File: src/rtl/core/b64sc_pkg.sv
package b64sc_pkg;

    // One accepted input item.
    typedef struct packed {
        logic [7:0] data_byte;
        logic       last;
    } in_item_t;

    // One delivered result item.
    typedef struct packed {
        logic [7:0] out_byte;
        logic       out_last;
        logic       empty_res;
        logic       bad_char;
    } out_item_t;

    // Class of a character seen by the decoder.
    typedef enum logic [1:0] {
        CLS_DATA,
        CLS_PAD,
        CLS_BAD
    } char_class_t;

    // A finished group handed from the front end to the back end.
    // In encode mode used is the index of the last real character (1 to 3);
    // in decode mode nbytes is the number of whole bytes (0 to 3).
    typedef struct packed {
        logic        decode;
        logic [23:0] bits;
        logic [1:0]  used;
        logic [1:0]  nbytes;
        logic        last;
        logic        bad;
    } group_job_t;

    localparam logic DIR_ENCODE = 1'b0;
    localparam logic DIR_DECODE = 1'b1;

    localparam logic [7:0] PAD_CHAR = 8'h3D;

    function automatic char_class_t classify(input logic [7:0] c);
        char_class_t cls;
        if (c inside {[8'h41:8'h5A], [8'h61:8'h7A], [8'h30:8'h39], 8'h2B, 8'h2F}) begin
            cls = CLS_DATA;
        end else if (c == PAD_CHAR) begin
            cls = CLS_PAD;
        end else begin
            cls = CLS_BAD;
        end
        return cls;
    endfunction

    // Sextet value of an alphabet character; zero for anything else.
    function automatic logic [5:0] sextet_of(input logic [7:0] c);
        logic [7:0] v;
        if (c inside {[8'h41:8'h5A]}) begin
            v = c - 8'h41;
        end else if (c inside {[8'h61:8'h7A]}) begin
            v = c - 8'h61 + 8'd26;
        end else if (c inside {[8'h30:8'h39]}) begin
            v = c - 8'h30 + 8'd52;
        end else if (c == 8'h2B) begin
            v = 8'd62;
        end else if (c == 8'h2F) begin
            v = 8'd63;
        end else begin
            v = 8'd0;
        end
        return v[5:0];
    endfunction

    function automatic logic [7:0] alpha_char(input logic [5:0] s);
        logic [7:0] e;
        logic [7:0] ch;
        e = {2'b00, s};
        if (s < 6'd26) begin
            ch = 8'h41 + e;
        end else if (s < 6'd52) begin
            ch = 8'h61 + e - 8'd26;
        end else if (s < 6'd62) begin
            ch = 8'h30 + e - 8'd52;
        end else if (s == 6'd62) begin
            ch = 8'h2B;
        end else begin
            ch = 8'h2F;
        end
        return ch;
    endfunction

    // Whole bytes carried by a given count of data characters.
    function automatic logic [1:0] bytes_for_data(input logic [2:0] d);
        logic [1:0] nb;
        case (d)
            3'd2:    nb = 2'd1;
            3'd3:    nb = 2'd2;
            3'd4:    nb = 2'd3;
            default: nb = 2'd0;
        endcase
        return nb;
    endfunction

endpackage

File: src/rtl/core/b64sc_front.sv
module b64sc_front
    import b64sc_pkg::*;
(
    input  logic       clk,
    input  logic       rst_n,
    input  in_item_t   item,
    input  logic       push,
    output logic       full,
    input  logic       cfg_valid,
    output logic       cfg_ready,
    input  logic       cfg_data,
    output group_job_t job,
    output logic       job_valid,
    input  logic       job_full
);

    logic        dir_reg,   dir_next;
    logic [23:0] bits_reg,  bits_next;
    logic [1:0]  count_reg, count_next;
    logic [1:0]  pad_reg,   pad_next;
    logic        bad_reg,   bad_next;

    logic        accept;
    logic [1:0]  cnt;
    logic [2:0]  cnt1;
    logic [7:0]  b;
    char_class_t cls;
    logic [5:0]  sval;
    logic [23:0] placed;
    logic [23:0] bits_new;
    logic [1:0]  pad_new;
    logic        bad_new;
    logic        complete;
    logic [2:0]  data_cnt;
    logic [1:0]  nb;

    assign cfg_ready = 1'b1;
    assign full      = job_full;
    assign accept    = push && !job_full;

    always_comb
    begin
        b   = item.data_byte;
        cls = classify(b);
        cnt = count_reg;
        // The encoder never holds three bytes; clamp to keep placement bounded.
        if (dir_reg == DIR_ENCODE && cnt == 2'd3) begin
            cnt = 2'd2;
        end
        cnt1 = {1'b0, cnt} + 3'd1;

        pad_new = pad_reg;
        bad_new = bad_reg;
        sval    = 6'd0;
        if (dir_reg == DIR_ENCODE) begin
            case (cnt)
                2'd0:    placed = {b, 16'h0000};
                2'd1:    placed = {8'h00, b, 8'h00};
                default: placed = {16'h0000, b};
            endcase
            complete = (cnt1 == 3'd3) || item.last;
        end else begin
            if (cls == CLS_PAD && pad_reg != 2'd3) begin
                pad_new = pad_reg + 2'd1;
            end
            if (cls == CLS_BAD) begin
                bad_new = 1'b1;
            end
            if (cls == CLS_DATA) begin
                sval = sextet_of(b);
            end
            case (cnt)
                2'd0:    placed = {sval, 18'h0};
                2'd1:    placed = {6'h0, sval, 12'h0};
                2'd2:    placed = {12'h0, sval, 6'h0};
                default: placed = {18'h0, sval};
            endcase
            complete = (cnt1 == 3'd4) || item.last;
        end
        bits_new = bits_reg | placed;

        data_cnt = (cnt1 > {1'b0, pad_new}) ? cnt1 - {1'b0, pad_new} : 3'd0;
        nb       = bytes_for_data(data_cnt);

        job.decode = dir_reg;
        job.bits   = bits_new;
        job.used   = cnt1[1:0];
        job.nbytes = nb;
        job.last   = item.last;
        job.bad    = bad_new;

        // A decode group with no whole byte gives a result only at end of message.
        job_valid = accept && complete && (dir_reg == DIR_ENCODE || nb != 2'd0 || item.last);

        dir_next   = dir_reg;
        bits_next  = bits_reg;
        count_next = count_reg;
        pad_next   = pad_reg;
        bad_next   = bad_reg;
        if (cfg_valid) begin
            dir_next   = cfg_data;
            bits_next  = 24'h0;
            count_next = 2'd0;
            pad_next   = 2'd0;
            bad_next   = 1'b0;
        end else if (accept) begin
            if (complete) begin
                bits_next  = 24'h0;
                count_next = 2'd0;
                pad_next   = 2'd0;
                bad_next   = 1'b0;
            end else begin
                bits_next  = bits_new;
                count_next = cnt1[1:0];
                pad_next   = pad_new;
                bad_next   = bad_new;
            end
        end
    end

    always_ff @(posedge clk or negedge rst_n)
    begin
        if (!rst_n) begin
            dir_reg   <= DIR_ENCODE;
            bits_reg  <= 24'h0;
            count_reg <= 2'd0;
            pad_reg   <= 2'd0;
            bad_reg   <= 1'b0;
        end else begin
            dir_reg   <= dir_next;
            bits_reg  <= bits_next;
            count_reg <= count_next;
            pad_reg   <= pad_next;
            bad_reg   <= bad_next;
        end
    end

endmodule

File: src/rtl/core/b64sc_queue.sv
module b64sc_queue
    import b64sc_pkg::*;
(
    input  logic       clk,
    input  logic       rst_n,
    input  group_job_t wr_job,
    input  logic       wr_en,
    output logic       q_full,
    output group_job_t rd_job,
    input  logic       rd_en,
    output logic       q_empty
);

    group_job_t slot_reg [2];
    logic       wr_ptr_reg, wr_ptr_next;
    logic       rd_ptr_reg, rd_ptr_next;
    logic [1:0] count_reg,  count_next;
    logic       do_wr;
    logic       do_rd;

    assign q_full  = (count_reg == 2'd2);
    assign q_empty = (count_reg == 2'd0);
    assign rd_job  = slot_reg[rd_ptr_reg];

    always_comb
    begin
        do_wr       = wr_en && !q_full;
        do_rd       = rd_en && !q_empty;
        wr_ptr_next = wr_ptr_reg ^ do_wr;
        rd_ptr_next = rd_ptr_reg ^ do_rd;
        count_next  = count_reg;
        if (do_wr && !do_rd) begin
            count_next = count_reg + 2'd1;
        end else if (do_rd && !do_wr) begin
            count_next = count_reg - 2'd1;
        end
    end

    always_ff @(posedge clk)
    begin
        if (do_wr) begin
            slot_reg[wr_ptr_reg] <= wr_job;
        end
    end

    always_ff @(posedge clk or negedge rst_n)
    begin
        if (!rst_n) begin
            wr_ptr_reg <= 1'b0;
            rd_ptr_reg <= 1'b0;
            count_reg  <= 2'd0;
        end else begin
            wr_ptr_reg <= wr_ptr_next;
            rd_ptr_reg <= rd_ptr_next;
            count_reg  <= count_next;
        end
    end

endmodule

File: src/rtl/core/b64sc_back.sv
module b64sc_back
    import b64sc_pkg::*;
(
    input  logic       clk,
    input  logic       rst_n,
    input  group_job_t job,
    input  logic       job_empty,
    output logic       job_pop,
    output out_item_t  result,
    output logic       empty,
    input  logic       pop
);

    logic [1:0] k_reg,         k_next;
    logic       out_valid_reg, out_valid_next;
    out_item_t  res_reg;
    out_item_t  res_next;
    logic       load;
    logic       final_step;
    logic [5:0] sext;
    logic [7:0] dbyte;

    assign empty  = !out_valid_reg;
    assign result = res_reg;

    always_comb
    begin
        load = !job_empty && (!out_valid_reg || pop);

        case (k_reg)
            2'd0:    sext = job.bits[23:18];
            2'd1:    sext = job.bits[17:12];
            2'd2:    sext = job.bits[11:6];
            default: sext = job.bits[5:0];
        endcase
        case (k_reg)
            2'd0:    dbyte = job.bits[23:16];
            2'd1:    dbyte = job.bits[15:8];
            default: dbyte = job.bits[7:0];
        endcase

        if (job.decode == DIR_ENCODE) begin
            final_step         = (k_reg == 2'd3);
            res_next.out_byte  = (k_reg <= job.used) ? alpha_char(sext) : PAD_CHAR;
            res_next.out_last  = final_step && job.last;
            res_next.empty_res = 1'b0;
            res_next.bad_char  = 1'b0;
        end else if (job.nbytes == 2'd0) begin
            // End of message with no whole byte left: one empty result.
            final_step         = 1'b1;
            res_next.out_byte  = 8'h00;
            res_next.out_last  = 1'b1;
            res_next.empty_res = 1'b1;
            res_next.bad_char  = job.bad;
        end else begin
            final_step         = (k_reg == job.nbytes - 2'd1);
            res_next.out_byte  = dbyte;
            res_next.out_last  = final_step && job.last;
            res_next.empty_res = 1'b0;
            res_next.bad_char  = job.bad;
        end

        job_pop        = load && final_step;
        k_next         = k_reg;
        if (load) begin
            k_next = final_step ? 2'd0 : k_reg + 2'd1;
        end
        out_valid_next = load || (out_valid_reg && !pop);
    end

    always_ff @(posedge clk)
    begin
        if (load) begin
            res_reg <= res_next;
        end
    end

    always_ff @(posedge clk or negedge rst_n)
    begin
        if (!rst_n) begin
            k_reg         <= 2'd0;
            out_valid_reg <= 1'b0;
        end else begin
            k_reg         <= k_next;
            out_valid_reg <= out_valid_next;
        end
    end

endmodule

File: src/rtl/core/base64_stream_codec.sv
// Channel   Handshake                 Payload
// input     push / full               item   (data_byte, last)
// result    empty / pop               result (out_byte, out_last, empty_res, bad_char)
// config    cfg_valid / cfg_ready     cfg_data (direction: 0 encode, 1 decode)
//
// The front end takes one item per cycle whenever the group queue has room.
// The back end writes one result per cycle into the output register while the
// results are popped; an encoded group of three bytes gives four results, so
// encoding cannot sustain one input item per cycle, while decoding can.
// A result shows on the ports once the group it completes has passed through the queue and the output register.
// Reset clears the direction to encode and empties the queue and output register.
// A stalled result holds; the front end keeps accepting until the queue fills.
module base64_stream_codec
    import b64sc_pkg::*;
(
    input  logic      clk,
    input  logic      rst_n,
    input  in_item_t  item,
    input  logic      push,
    output logic      full,
    output out_item_t result,
    output logic      empty,
    input  logic      pop,
    input  logic      cfg_valid,
    output logic      cfg_ready,
    input  logic      cfg_data
);

    // A finished group travels from the front end to the back end through a
    // two-entry queue, so the input side keeps running while results drain.
    group_job_t wr_job;
    group_job_t rd_job;
    logic       job_valid;
    logic       q_full;
    logic       q_empty;
    logic       job_pop;

    // The front end classifies each item, assembles the group and decides how
    // many results the group gives.
    b64sc_front u_front (
        .clk       (clk),
        .rst_n     (rst_n),
        .item      (item),
        .push      (push),
        .full      (full),
        .cfg_valid (cfg_valid),
        .cfg_ready (cfg_ready),
        .cfg_data  (cfg_data),
        .job       (wr_job),
        .job_valid (job_valid),
        .job_full  (q_full)
    );

    b64sc_queue u_queue (
        .clk     (clk),
        .rst_n   (rst_n),
        .wr_job  (wr_job),
        .wr_en   (job_valid),
        .q_full  (q_full),
        .rd_job  (rd_job),
        .rd_en   (job_pop),
        .q_empty (q_empty)
    );

    // The back end steps through the group one result per cycle while its output
    // register is free or being popped, and holds the oldest result there until it is popped.
    b64sc_back u_back (
        .clk       (clk),
        .rst_n     (rst_n),
        .job       (rd_job),
        .job_empty (q_empty),
        .job_pop   (job_pop),
        .result    (result),
        .empty     (empty),
        .pop       (pop)
    );

endmodule

File: config.mk
export PLATFORM = sky130hd
export DESIGN_NAME = base64_stream_codec
export DESIGN_NICKNAME = d
export VERILOG_FILES = /design/src/rtl/core/b64sc_pkg.sv /design/src/rtl/core/b64sc_front.sv /design/src/rtl/core/b64sc_queue.sv /design/src/rtl/core/b64sc_back.sv /design/src/rtl/core/base64_stream_codec.sv
export SDC_FILE = /design/constraint.sdc
export NUM_CORES = 1
export LEC_CHECK = 0
export BUFFER_PORTS_ARGS = -buffer_cell sky130_fd_sc_hd__clkbuf_2
export CAP_MARGIN = 0
export CORE_MARGIN = 3
export CORE_UTILIZATION = 63
export DETAILED_ROUTE_END_ITERATION = 10
export PLACE_DENSITY = 0.79
export SYNTH_ARGS = -nofsm -noshare
export SYNTH_HDL_FRONTEND = slang
export SYNTH_HIERARCHICAL = 1
export SYNTH_SLANG_ARGS = --single-unit
File: constraint.sdc
create_clock -name clk -period 5.7 [get_ports clk]
set_clock_uncertainty 0.1 [all_clocks]
set_input_delay 0.855 -clock clk [delete_from_list [all_inputs] [get_ports clk]]
set_output_delay 0.855 -clock clk [all_outputs]
set_load 0.01 [all_outputs]
==> run summary <==
outcome: finished, final reports clean
CTS tree: yes
CP cell instances: clkbuf_2 > inv_1 > ha_1 > nor2_1 > o221ai_1 > nand2_1 > and4bb_2 > xor2_1 > ha_1 > inv_1 > fa_1 > nor2b_1 > mux2i_1 > a221oi_1 > nor4b_1 > nor3b_1 > nor2b_1 > ha_1 > buf_12
#FFs+latches synth: 110
Data required, critical path: 5.66 ns
layout cells sized above 1: 17.07%
Clock transition at path regs: 0.10 ns
Die Area: 0.01218 mm2
Initial Utilization: 65.58%
Pins Over Slew Limit: 0
Post-CTS Setup Bufs: 0
Setup Viol. Count Final: 0
dpl cells: 747
power per cell area: 444.9 mW/mm2
DR vias: 5040
area delta synth->final: 3.921%
min Tclk post-route: 5.202 ns
DRC: 0
Slew headroom: 17.76%
row cnt: 37
Final Hold Vio Count: 0
crit end category: flip-flop
Pleak: 2.827 nW
fin crit share: 91.27%
Pre-antenna DRT Iters: 6
Slowest-stage cell, CP: fa_1
clk_lat worst skew: 0.36 ns
crit start category: primary input
Tightest Hold Check Type: flip-flop to flip-flop
synth unique cells: 91
dpl hpwl: 11.28 mm
setup repair after global routing missed its margin: no
Critical Path Most Common Cell: ha_1
Worst Tran Pin Value: 1.231 ns
CP max FO: 31
Synth async-reset ratio: 33.64%
first-pass GRT wire length: 24.50 mm
Max-Cap Viols: 0
Worst Setup Path Type: primary input to flip-flop
CTS Buf Count: 9
worst vdd rail ir drop: 0.4719 mV
Arr. time, crit path: 5.16 ns
global route overflow: 0
Die Y: 110.4 um
Vias/cell: 6.606
Max Fclk: 192.2 MHz
syn_nets: 663
antenna cells: 0
die width: 110.4 um
Finished Layout Cells: 763
Syn Inst Count: 617
Synthesis Warnings: 6
mapped cell area: 0.006862 mm2
layout net count: 668
CTS H-tree lvls: 3
CP peak stage delay: 0.56 ns
Final GP Congestion: 1.014
initial antenna violation count: 0
Detailed Route Iter0 Violations: 704
CTS root buf: clkbuf_8
# IOs: 29
CORE AREA: 0.01046 mm2
Antenna Nets Post-Route: 0
CTS Buffer Depth: 2
Routed wire per std cell: 20.45 um
max reg flops: 62
syn_area_per_cell: 11.12 um2
pin count of the biggest net entering global routing: 38
Post-synth top flop: edfxtp_1
final wirelength: 15.61 mm
Fin Setup TNS: 0 ns
Total GRT Usage: 26.51%
number of global-route vias before repair: 4637
DP Area: 0.006928 mm2
# hold bufs at CTS: 0
number of enable flip-flop cells after synthesis: 73
post-synthesis sequential area ratio: 45.44%
IO buf count: 27
# resized after CTS: 0
final design area excluding fillers: 0.007131 mm2
clock net sink count: 110
## layer usage
layer	wire (um)	GRT usage (%)	up-vias
met5	0	0	-
met4	483	10.11	0
met3	854	4.252	50
met2	7690	43.76	241
met1	6577	35.36	2416
li1	-	-	2333
## power by group
part           leakage, nW  switching (W)  total, W  internal [W]
Combinational         1.54       0.000947   0.00159      0.000639
Sequential            1.18      0.0000870   0.00111       0.00102
Clock                0.100       0.000269  0.000479      0.000210
Total                 2.83        0.00130   0.00317       0.00187
## synth_stat cells, types with 5 or more instances
master / count / area (um2)
xnor2_1: 5 / 43.79
nand2b_1: 17 / 106.4
nand3_1: 11 / 55.05
nor2_1: 31 / 116.4
o21ai_1: 10 / 50.05
nor2b_1: 18 / 112.6
o21ai_0: 41 / 205.2
nor3_1: 8 / 40.04
a22oi_1: 23 / 172.7
clkbuf_1: 9 / 33.78
inv_1: 25 / 93.84
nand2_1: 38 / 142.6
ha_1: 29 / 362.9
nand3b_1: 5 / 37.54
buf_4: 13 / 97.59
a21oi_1: 41 / 205.2
buf_6: 7 / 78.83
mux2_4: 29 / 435.4
dfrtp_1: 37 / 925.9
and2_1: 9 / 56.30
o21a_1: 6 / 45.04
edfxtp_1: 73 / 2192
## critical path: cells and delay by family
family,cells,cell delay (ns)
simple gates,7,1.39
xor+xnor,1,0.17
buf+inv,4,0.72
mux,1,0.11
compound gates,2,0.63
fa+ha+maj,4,1.29
## cells by family (layout without fill, tap and decap cells)
family | count (synthesis) | after routing | synth area share (%)
and+or+nand+nor | 164 | 164 | 12.98
muxes | 37 | 37 | 7.586
adders and majority gates | 31 | 31 | 5.872
AOI/OAI and AO/OA | 202 | 202 | 21.08
DFF | 110 | 110 | 45.44
xor gates and xnor gates | 8 | 8 | 1.021
buffers and inverters | 64 | 74 | 5.963
other | 1 | 1 | 0.05465
## metrics by stage
stage          setup slack [ns]  power (W)  util (%)  hold slack [ns]
4_1_cts                  0.5589   0.003138     68.15           0.3926
6_report                 0.4977   0.003172     68.15           0.3942
3_5_place_dp             0.2048   0.002658     66.22           0.3676
2_1_floorplan            0.3468   0.002368         -           0.3470
3_3_place_gp             0.4064   0.002607     66.22           0.3623
5_1_grt                  0.2037   0.003337     68.15           0.4134
## worst paths after layout
kind / to / slack, ns / start / cells past startpoint
worst max-delay path: u_queue/slot_reg[0][20] / 0.50 / item[3] / 19
worst min-delay path: u_front/bits_reg[3] / 0.39 / u_front/bits_reg[3] / 2
worst max register to register: u_back/result[4] / 1.40 / u_back/k_reg[1] / 10
worst min register to register: u_front/bits_reg[3] / 0.39 / u_front/bits_reg[3] / 2
max in group asynchronous: u_queue/rd_ptr_reg / 4.30 / rst_n / 1
min in group asynchronous: u_back/k_reg[0] / 0.53 / rst_n / 1
## layout by cell type, fill, tap and decap left out, types with 4 or more instances in the layout
master,netlist,routed
edfxtp_1,73,73
a21oi_1,41,41
o21ai_0,41,41
nand2_1,38,38
dfrtp_1,37,36
nor2_1,31,31
ha_1,29,29
mux2_4,29,29
clkbuf_2,2,27
inv_1,25,25
a22oi_1,23,23
nor2b_1,18,18
nand2b_1,17,17
nand3_1,11,11
o21ai_1,10,10
clkbuf_8,0,9
and2_1,9,9
nor3_1,8,7
o21a_1,6,6
xnor2_1,5,5
nand3b_1,5,5
o22ai_1,4,4
mux2i_1,4,4
a21o_1,4,4
a211o_1,4,4
a31oi_1,4,4
buf_4,13,4
mux2_2,4,4
a32oi_1,4,4
## cell type report
class,count,area [um2]
multi-input combinational,443,3339
fill,810,3332
sequential,110,3119
timing repair buffer,33,205.2
tap,136,170.2
clock buffer,9,123.9
inverter,25,93.84
clock inverter,7,78.83
Power figures use the tool's default switching activity.
